**src/rtl/cpu_utilization_from_tick_counters_macros.svh**
```systemverilog
// Assertion macros used by the top-level RTL file to check itself.
`ifndef CPU_UTILIZATION_FROM_TICK_COUNTERS_MACROS_SVH
`define CPU_UTILIZATION_FROM_TICK_COUNTERS_MACROS_SVH

// Same-cycle implication, disabled while reset is asserted.
`define CPUU_ASSERT_NOW(lbl, ante, cons, msg) \
    lbl: assert property (@(posedge clk) disable iff (!rst_n) (ante) |-> (cons)) \
        else $error(msg);

// Next-cycle implication, disabled while reset is asserted.
`define CPUU_ASSERT_NEXT(lbl, ante, cons, msg) \
    lbl: assert property (@(posedge clk) disable iff (!rst_n) (ante) |=> (cons)) \
        else $error(msg);

`endif

```
**src/rtl/cpuu_pkg.sv**
```systemverilog
// Shared constants and types for the tick-counter utilization meter.
package cpuu_pkg;

    localparam int MAX_CORES   = 16;
    localparam int ENTRY_COUNT = MAX_CORES + 1;
    localparam int IDX_W       = 5;
    localparam int ENTRY_AW    = $clog2(ENTRY_COUNT);
    localparam int TICK_W      = 64;
    localparam int PCT_W       = 15;
    localparam int COUNTER_NUM = 8;
    localparam int SEL_W       = $clog2(COUNTER_NUM);
    // quotient never exceeds full scale, so 15 quotient bits suffice
    localparam int QUO_BITS    = 15;
    localparam int CNT_W       = $clog2(QUO_BITS);
    // busy * 25 needs 5 extra bits; numerator = busy * 25 << 10
    localparam int MUL_W       = TICK_W + 5;
    localparam int FS_SHIFT    = 10;

    localparam logic [PCT_W-1:0] FULL_SCALE = PCT_W'(25600);

    typedef struct packed {
        logic [IDX_W-1:0]  entry_index;
        logic [TICK_W-1:0] user_ticks;
        logic [TICK_W-1:0] nice_ticks;
        logic [TICK_W-1:0] system_ticks;
        logic [TICK_W-1:0] idle_ticks;
        logic [TICK_W-1:0] iowait_ticks;
        logic [TICK_W-1:0] irq_ticks;
        logic [TICK_W-1:0] softirq_ticks;
        logic [TICK_W-1:0] steal_ticks;
    } snap_t;

    typedef struct packed {
        logic [IDX_W-1:0] result_index;
        logic [PCT_W-1:0] busy_percent;
        logic             result_valid;
    } result_t;

    typedef struct packed {
        logic             load;
        logic             sum_step;
        logic [SEL_W-1:0] sum_sel;
        logic             fetch;
        logic             delta;
        logic             decide;
        logic             mul_a;
        logic             mul_b;
        logic             div_step;
        logic             round;
        logic             out_load;
    } dp_cmd_t;

    typedef struct packed {
        logic early;   // no division needed: baseline only, ignored, or zero result
    } dp_status_t;

endpackage

```
**src/rtl/cpuu_ctrl.sv**
```systemverilog
// Controller: sequences one request through the datapath and owns the result valid.
module cpuu_ctrl (
    input  logic                 clk,
    input  logic                 rst_n,
    input  logic                 snap_valid,
    output logic                 snap_stall,
    output logic                 res_valid,
    input  logic                 res_stall,
    input  cpuu_pkg::dp_status_t status,
    output cpuu_pkg::dp_cmd_t    cmd
);

    localparam logic [3:0] S_IDLE   = 4'd0;
    localparam logic [3:0] S_SUM    = 4'd1;
    localparam logic [3:0] S_DELTA  = 4'd2;
    localparam logic [3:0] S_DECIDE = 4'd3;
    localparam logic [3:0] S_MUL_A  = 4'd4;
    localparam logic [3:0] S_MUL_B  = 4'd5;
    localparam logic [3:0] S_DIV    = 4'd6;
    localparam logic [3:0] S_ROUND  = 4'd7;
    localparam logic [3:0] S_DONE   = 4'd8;

    logic [3:0]               state_reg, state_next;
    logic [cpuu_pkg::CNT_W-1:0] cnt_reg, cnt_next;
    logic                     res_valid_reg, res_valid_next;

    assign snap_stall = state_reg != S_IDLE;
    assign res_valid  = res_valid_reg;

    always_ff @(posedge clk or negedge rst_n)
    begin
        if (!rst_n)
        begin
            state_reg     <= S_IDLE;
            cnt_reg       <= '0;
            res_valid_reg <= 1'b0;
        end
        else
        begin
            state_reg     <= state_next;
            cnt_reg       <= cnt_next;
            res_valid_reg <= res_valid_next;
        end
    end

    always_comb
    begin
        cmd            = '0;
        state_next     = state_reg;
        cnt_next       = cnt_reg;
        res_valid_next = res_valid_reg && res_stall;
        unique case (state_reg)
            S_IDLE:
            begin
                if (snap_valid)
                begin
                    cmd.load   = 1'b1;
                    cnt_next   = '0;
                    state_next = S_SUM;
                end
            end
            S_SUM:
            begin
                cmd.sum_step = 1'b1;
                cmd.sum_sel  = cnt_reg[cpuu_pkg::SEL_W-1:0];
                cmd.fetch    = 1'b1;
                if (cnt_reg == cpuu_pkg::CNT_W'(cpuu_pkg::COUNTER_NUM - 1))
                begin
                    state_next = S_DELTA;
                end
                else
                begin
                    cnt_next = cnt_reg + 1'b1;
                end
            end
            S_DELTA:
            begin
                cmd.delta  = 1'b1;
                state_next = S_DECIDE;
            end
            S_DECIDE:
            begin
                cmd.decide = 1'b1;
                state_next = status.early ? S_DONE : S_MUL_A;
            end
            S_MUL_A:
            begin
                cmd.mul_a  = 1'b1;
                state_next = S_MUL_B;
            end
            S_MUL_B:
            begin
                cmd.mul_b  = 1'b1;
                cnt_next   = '0;
                state_next = S_DIV;
            end
            S_DIV:
            begin
                cmd.div_step = 1'b1;
                if (cnt_reg == cpuu_pkg::CNT_W'(cpuu_pkg::QUO_BITS - 1))
                begin
                    state_next = S_ROUND;
                end
                else
                begin
                    cnt_next = cnt_reg + 1'b1;
                end
            end
            S_ROUND:
            begin
                cmd.round  = 1'b1;
                state_next = S_DONE;
            end
            S_DONE:
            begin
                // wait for the output register to free up
                if (!res_valid_reg || !res_stall)
                begin
                    cmd.out_load   = 1'b1;
                    res_valid_next = 1'b1;
                    state_next     = S_IDLE;
                end
            end
            default:
            begin
                state_next = S_IDLE;
            end
        endcase
    end

endmodule

```
**config.mk**
```make
export PLATFORM = sky130hd
export DESIGN_NAME = cpuu_ctrl
export DESIGN_NICKNAME = d
export VERILOG_FILES = /design/src/rtl/cpu_utilization_from_tick_counters_macros.svh /design/src/rtl/cpuu_pkg.sv /design/src/rtl/cpuu_ctrl.sv
export SDC_FILE = /design/constraint.sdc
export NUM_CORES = 1
export LEC_CHECK = 0
export BUFFER_PORTS_ARGS = -buffer_cell sky130_fd_sc_hd__buf_2
export CORE_MARGIN = 3
export CORE_UTILIZATION = 25
export CTS_CLUSTER_SIZE = 8
export DETAILED_ROUTE_END_ITERATION = 8
export PLACE_DENSITY = 0.54
export SYNTH_ARGS = -nofsm -noshare
export SYNTH_HDL_FRONTEND = slang
export SYNTH_SLANG_ARGS = --single-unit
```
**constraint.sdc**
```tcl
create_clock -name clk -period 1.7 [get_ports clk]
set_clock_uncertainty 0.1 [all_clocks]
set_input_delay 0.085 -clock clk [delete_from_list [all_inputs] [get_ports clk]]
set_output_delay 0.085 -clock clk [all_outputs]
set_load 0.02 [all_outputs]
```
==> summary.md, run 1 <==
| Metric | Value |
|---|---|
| Status | `finished, violations left` |
| Failing checks | `setup timing` |
| # IOs | `20` |
| Flop pwr share | `0.196` |
| Share of layout cells above drive strength 1 | `0.5345` |
| Final min period | `between 1500 and 2000 ps` |
| MaxCap Viol Count | `0` |
| Initial antenna violation count | `0` |
| Port bufs | `19` |
| Routed Wire Length | `1737 µm` |
| Vias after detailed routing | `between 600 and 700` |
| Dpl cells | `127` |
| Crit Reg-Reg Startpoint | `state_reg[2]` |
| H-tree levels | `1` |
| Clock slew at reported path FFs | `about 60 ps` |
| Initial core utilization | `0.2765` |
| Combinational power share | `0.720` |
| Syn Inst Count | `72` |
| HPWL after detailed placement | `~1200 µm` |
| Die ar. | `between 3000 and 4000 µm²` |
| P_leak | `~0.54 nW` |
| TritonCTS clock tree | `yes` |
| Area of the multi-input gates | `approximately 430 µm²` |
| Post-Layout Cell Count | `around 140` |
| Crit path DAT | `1790 ps` |
| Number of diodes | `0` |
| Finish-stage setup viols | `7` |
| Internal reg-to-reg setup slack | `-50 ps` |
| Area leader, netlist | `dfrtp_1` |
| First drt pass iteration count | `2` |
| Row count | `17` |
| CTS buffer count | `3` |
| Iter 0 DRT Violations | `8` |
| Setup WS pre-CTS | `-23.13 ps` |
| Pint | `approximately 0.0011 W` |
| Largest net degree at the start of global routing | `11` |
| R2R cell count | `4` |
| Worst EP required | `between 1500 and 2000 ps` |
| GPL Wtd Cong | `roughly 0.74` |
| Vias per inst | `4.757` |
| Switch share | `0.4288` |
| Tightest Pin Transition | `about 270 ps` |
| Final hold viol count | `0` |
| Average wire per standard cell | `approximately 12 µm` |
| Clk pwr share | `0.085` |
| Setup crit end kind | `register` |
| Worst slew margin | `0.8178` |
| Register Area | `about 230 µm²` |
| Worst-Skew Late Latency | `approximately 250 ps` |
| Worst VDD drop | `between 700 and 800 µV` |
| Final core occ | `0.4535` |
| Final Cycle Share | `1.032` |
| Crit Reg-Reg Endpoint | `cnt_reg[1]` |
| Clk sink count | `9` |
| Synth cell types | `31` |
| Final Max Tran Viols | `0` |
| Sequential area share after synthesis | `0.3482` |
| PD cells | `1751 nW/µm²` |
| Die extent in x | `around 57 µm` |
| Filler cells | `231` |
| DRC | `0` |
| Top-area cell type share of the netlist area | `0.3482` |
| Crit path from | `state_reg[2]` |
| Die height | `56.87 µm` |
| Synth warn | `0` |
| CTS max path bufs | `2` |
| Congestion Overflow GR | `0` |
| P&R area growth vs syn | `64.02%` |
| Final ANT Viol Nets | `0` |
| Sw power | `about 0.0008 W` |
| Core Area | `2340 µm²` |
| Synth top area cells | `dfrtp_1, nor2_1, ha_1, nand2b_1, nor3_1` |
| #FFs+latches synth | `9` |
| Synth Area per Inst | `8.984 µm²` |
| RSZ-0062 raised after global routing | `true` |
| Mapped cell area | `between 600 and 700 µm²` |
| GRT Util Overall | `0.1067` |
| Nets@finish | `roughly 120` |
| Vias in the first global route | `approximately 630` |
| Setup CP Type | `register to register` |
| Clock root buffer | `clkbuf_4` |
| Final WS setup | `-54.14 ps` |
| Worst Setup EP | `cnt_reg[1]` |
| Synthesized net count | `about 80` |
| FMAX | `approximately 570 MHz` |
| First-pass GRT wire length | `roughly 2700 µm` |
| Crit Path Max Fanout | `5` |
| Hold Path Class | `input port to register` |
| CP startpoint kind | `register` |
how the worst min path moves through the flow:
stage / startpoint / end / cells after the start
final: status / state_reg[3] / 3
after global routing: status / state_reg[3] / 3
after CTS: status / state_reg[3] / 3
after detailed placement: rst_n / res_valid / 1
after global placement: rst_n / res_valid / 1
after floorplan: rst_n / cnt_reg[0] / 0
repair_timing:
| item | in CTS | in global routing |
|---|---|---|
| setup endpoints to repair | 4 | 12 |
| hold endpoints to repair | 10 | 0 |
| setup buffers | 4 | 8 |
| pin swaps | 2 | 6 |
| gates resized for setup | 12 | 14 |
| hold buffers | 2 | 0 |
power groups by stage:
stage / registers, W / logic (W) / clock network, W
2_1_floorplan: 0.000345 / 0.000724 / 0
3_3_place_gp: 0.000363 / 0.00102 / 0
3_5_place_dp: 0.000365 / 0.00102 / 0
4_1_cts: 0.000357 / 0.00115 / 0.000171
5_1_grt: 0.000375 / 0.00145 / 0.000173
6_report: 0.000363 / 0.00134 / 0.000158
cells by family after synthesis:
group,synth area share
compound gates,0.2012
flops,0.3482
buf+inv,0.05030
mux,0.03868
simple gates,0.3230
fa+ha+maj,0.03868
layer usage:
metal | wire [µm] | vias up | GRT usage
met5 | 0 | - | 0
met4 | 17 | 0 | 0.05960
met3 | 28 | 2 | 0.01379
met2 | 897 | 4 | 0.1733
met1 | 793 | 327 | 0.1349
li1 | - | 352 | -
stage by stage:
stage,total power [W],setup TNS [ps],instance area (µm²),hold slack (ps)
final,0.001858,-257.9,1061,39.71
after global routing,0.002000,-723.0,1061,52.58
after CTS,0.001674,-83.75,960.9,28.39
after detailed placement,0.001384,-23.13,849.6,-153.0
after global placement,0.001387,-8.748,849.6,-149.9
after floorplan,0.001068,-265.7,659.4,-310.6
cell usage in the layout, fill, tap and decap left out, drive strengths merged:
master | netlist | layout
mux2i | 1 | 1
nor2b | 1 | 1
a22oi | 1 | 1
nor4b | 1 | 1
a22o | 1 | 1
nor3b | 3 | 3
a31o | 1 | 1
dlygate4sd3 | 0 | 2
nor2 | 9 | 9
o41ai | 2 | 2
nor3 | 5 | 5
buf | 3 | 43
a21oi | 3 | 3
o32ai | 1 | 1
a41o | 1 | 1
and3 | 1 | 1
nand2 | 5 | 5
o21ai | 4 | 4
and4bb | 1 | 1
dfrtp | 9 | 9
nand3 | 1 | 1
and2 | 3 | 3
a41oi | 1 | 1
inv | 2 | 2
mux2 | 1 | 1
nand2b | 4 | 4
nand3b | 1 | 1
ha | 2 | 2
a211o | 2 | 2
clkbuf | 2 | 4
worst max-delay path, stage by stage (launching register included):
cell and delay, ps:
dfrtp_2 440, and4bb_4 210, a41o_1 240, a211o_1 340, mux2_4 310
cell usage after synthesis (all sizes together):
library cell  n
dfrtp         9
nor2          9
nand2         5
nor3          5
nand2b        4
o21ai         4
a21oi         3
and2          3
buf           3
nor3b         3
a211o         2
clkbuf        2
ha            2
inv           2
o41ai         2
a22o          1
a22oi         1
a31o          1
a41o          1
a41oi         1
and3          1
and4bb        1
mux2          1
mux2i         1
nand3         1
nand3b        1
nor2b         1
nor4b         1
o32ai         1
layout make-up:
class                           count  share of cell area
Clock buffer                        4             0.02476
Inverter                            2            0.007075
Multi-Input combinational cell     56              0.4033
Sequential cell                     9              0.2146
Tap cell                           28             0.03302
Timing Repair Buffer               45              0.3172
No activity file was read; power rests on OpenSTA's default activity.
==> run 2: changes to the inputs <==
--- a/config.mk
+++ b/config.mk
@@ -10,7 +10,7 @@
 export CORE_UTILIZATION = 25
 export CTS_CLUSTER_SIZE = 8
 export DETAILED_ROUTE_END_ITERATION = 8
-export PLACE_DENSITY = 0.54
+export PLACE_DENSITY = 0.53
 export SYNTH_ARGS = -nofsm -noshare
 export SYNTH_HDL_FRONTEND = slang
 export SYNTH_SLANG_ARGS = --single-unit
==> constraint.sdc (replaced) <==
create_clock -name clk -period 2.1 [get_ports clk]
set_clock_uncertainty 0.1 [all_clocks]
set_input_delay 0.105 -clock clk [delete_from_list [all_inputs] [get_ports clk]]
set_output_delay 0.105 -clock clk [all_outputs]
set_load 0.02 [all_outputs]
==> run 2 against run 1 <==
Net effect:
- the run now ends clean
- critical path depth stayed put
- routed wire length is 19% lower
- global-route usage is 1.1 points lower
==> summary.md, run 2 (synthesized netlist as in run 1, its figures left out) <==
| Metric | Value |
|---|---|
| Vias in the first global route | `545 (was 628)` |
| Dpl cells | `118 (was 127)` |
| Tightest Pin Transition | `356.3 ps (was 269.8 ps)` |
| Routed Wire Length | `1401 µm (was 1737 µm)` |
| Iter 0 DRT Violations | `10 (was 8)` |
| Vias per inst | `4.758 (was 4.757)` |
| TritonCTS clock tree | `yes (unchanged)` |
| Clk pwr share | `0.111 (was 0.085)` |
| Number of diodes | `0 (unchanged)` |
| Initial core utilization | `0.2765 (unchanged)` |
| Combinational power share | `0.617 (was 0.720)` |
| MaxCap Viol Count | `0 (unchanged)` |
| Nets@finish | `104 (was 124)` |
| Final Cycle Share | `0.8886 (was 1.032)` |
| Setup crit end kind | `register (unchanged)` |
| CTS buffer count | `3 (unchanged)` |
| P&R area growth vs syn | `28.05% (was 64.02%)` |
| Register Area | `225.2 µm² (was 227.7 µm²)` |
| Congestion Overflow GR | `0 (unchanged)` |
| Setup CP Type | `register to register (unchanged)` |
| Critical-path cell list | `and4bb_4 -> a41o_1 -> a211o_1 -> mux2_4 (unchanged)` |
| Largest net degree at the start of global routing | `11 (unchanged)` |
| Slowest stage cell, crit path | `dfrtp_1 (was dfrtp_2)` |
| Finish-stage setup viols | `0 (was 7)` |
| HPWL after detailed placement | `1113 µm (was 1151 µm)` |
| PD cells | `1388 nW/µm² (was 1751 nW/µm²)` |
| First drt pass iteration count | `4 (was 2)` |
| GRT Util Overall | `0.09605 (was 0.1067)` |
| Final ANT Viol Nets | `0 (unchanged)` |
| Switch share | `0.4735 (was 0.4288)` |
| FMAX | `535.9 MHz (was 570.1 MHz)` |
| Die ar. | `3234 µm² (unchanged)` |
| Clock root buffer | `clkbuf_4 (unchanged)` |
| Final core occ | `0.3540 (was 0.4535)` |
| Post-route setup TNS | `0 ps (was -257.9 ps)` |
| Crit path DAT | `1900 ps (was 1790 ps)` |
| Clk sink count | `9 (unchanged)` |
| Filler cells | `255 (was 231)` |
| Setup bufs post-CTS | `0 (was 4)` |
| Clock slew at reported path FFs | `60 ps (about the same)` |
| H-tree levels | `1 (unchanged)` |
| Most frequent cells in the layout | `buf_2, nor2_1, dfrtp_1, nor3_1, nand2_1 (was buf_4, buf_2, nor2_1, dfrtp_1, buf_6)` |
| Flop pwr share | `0.272 (was 0.196)` |
| Final min period | `1866 ps (was 1754 ps)` |
| Worst hold margin | `67.24 ps (was 39.71 ps)` |
| Post-Layout Cell Count | `124 (was 144)` |
| CP startpoint kind | `register (unchanged)` |
| Core Area | `2340 µm² (unchanged)` |
| PnR Total Power | `0.001150 W (was 0.001858 W)` |
| Share of layout cells above drive strength 1 | `0.3229 (was 0.5345)` |
| Worst path max stage delay | `470 ps (was 440 ps)` |
| Initial antenna violation count | `0 (unchanged)` |
| Pint | `0.0006054 W (was 0.001061 W)` |
| Worst EP required | `2130 ps (was 1740 ps)` |
| Vias after detailed routing | `590 (was 685)` |
| Row count | `17 (unchanged)` |
| Cell family with most CP delay | `compound AO/OA/AOI/OAI gates (unchanged)` |
| Final hold viol count | `0 (unchanged)` |
| Hold Path Class | `input port to register (unchanged)` |
| Worst slew margin | `0.7616 (was 0.8178)` |
| Average wire per standard cell | `11.30 µm (was 12.06 µm)` |
| CP bufs+invs | `0 (unchanged)` |
| DRC | `0 (unchanged)` |
| Status | `finished, final reports clean (was finished, violations left)` |
| Final Max Tran Viols | `0 (unchanged)` |
| Worst-Skew Late Latency | `250 ps (about the same)` |
| Area of the multi-input gates | `389.1 µm² (was 427.9 µm²)` |
| GPL Wtd Cong | `0.7925 (was 0.7445)` |
| RSZ-0062 raised after global routing | `false (was true)` |
| Crit Path Max Fanout | `6 (was 5)` |
| P_leak | `0.4311 nW (was 0.5447 nW)` |
| # IOs | `20 (unchanged)` |
| First-pass GRT wire length | `2435 µm (was 2746 µm)` |
| Worst VDD drop | `377.1 µV (was 734.6 µV)` |
| Port bufs | `19 (unchanged)` |
| Die height | `56.87 µm (unchanged)` |
| Sw power | `0.0005444 W (was 0.0007967 W)` |
| CTS max path bufs | `2 (unchanged)` |
| Die extent in x | `56.87 µm (unchanged)` |
| Most common cell after layout, fill and taps aside | `buf_2 (was buf_4)` |
==> run 2: final cells by class <==
type                       instances  area share
sequential                         9      0.2719
multi-input combinational         56      0.4698
clock buffer                       4     0.03172
tap                               28     0.04230
inverter                           2    0.009063
timing repair buffer              25      0.1752
==> run 2: per-layer routing <==
layer | wire (µm) | GRT usage
met5 | 0 | 0
met4 | 8 | 0.04967
met3 | 34 | 0.02299
met2 | 732 | 0.1584
met1 | 625 | 0.1145
==> run 2: repair_timing <==
item	CTS	global route
gates resized for setup	0	0
endpoints found under the setup margin	0	0
hold endpoints to repair	10	0
hold buffers	2	0
==> run 2: final timing paths <==
kind | start | end | slack, ps | depth (start not counted)
hold / removal | status | state_reg[3] | 70 | 3
min in group asynchronous | rst_n | state_reg[3] | 120 | 2
max in group asynchronous | rst_n | cnt_reg[0] | 1600 | 2
setup / recovery | state_reg[3] | cnt_reg[1] | 230 | 4
setup reg to reg | state_reg[3] | cnt_reg[1] | 230 | 4
hold reg to reg | res_valid | res_valid | 420 | 2
==> run 2: per-stage QoR <==
step | area, µm² | setup WS, ps
6_report | 828.3 | 234.0
5_1_grt | 828.3 | 113.9
3_3_place_gp | 782.0 | 294.7
4_1_cts | 828.3 | 243.9
3_5_place_dp | 782.0 | 259.6
2_1_floorplan | 646.9 | 183.3
==> run 2: power groups by stage <==
stage                     combinational [W]  clock, W  sequential [W]
final                              0.000710  0.000127        0.000313
after global routing               0.000790  0.000147        0.000328
after CTS                          0.000717  0.000133        0.000313
after detailed placement           0.000710         0        0.000314
after global placement             0.000720         0        0.000316
after floorplan                    0.000564         0        0.000274
==> run 2: worst reg2reg max path, stage by stage, from the launching register on <==
cell and delay, ps:
dfrtp_1 470, and4bb_4 290, a41o_1 250, a211o_1 320, mux2_4 320
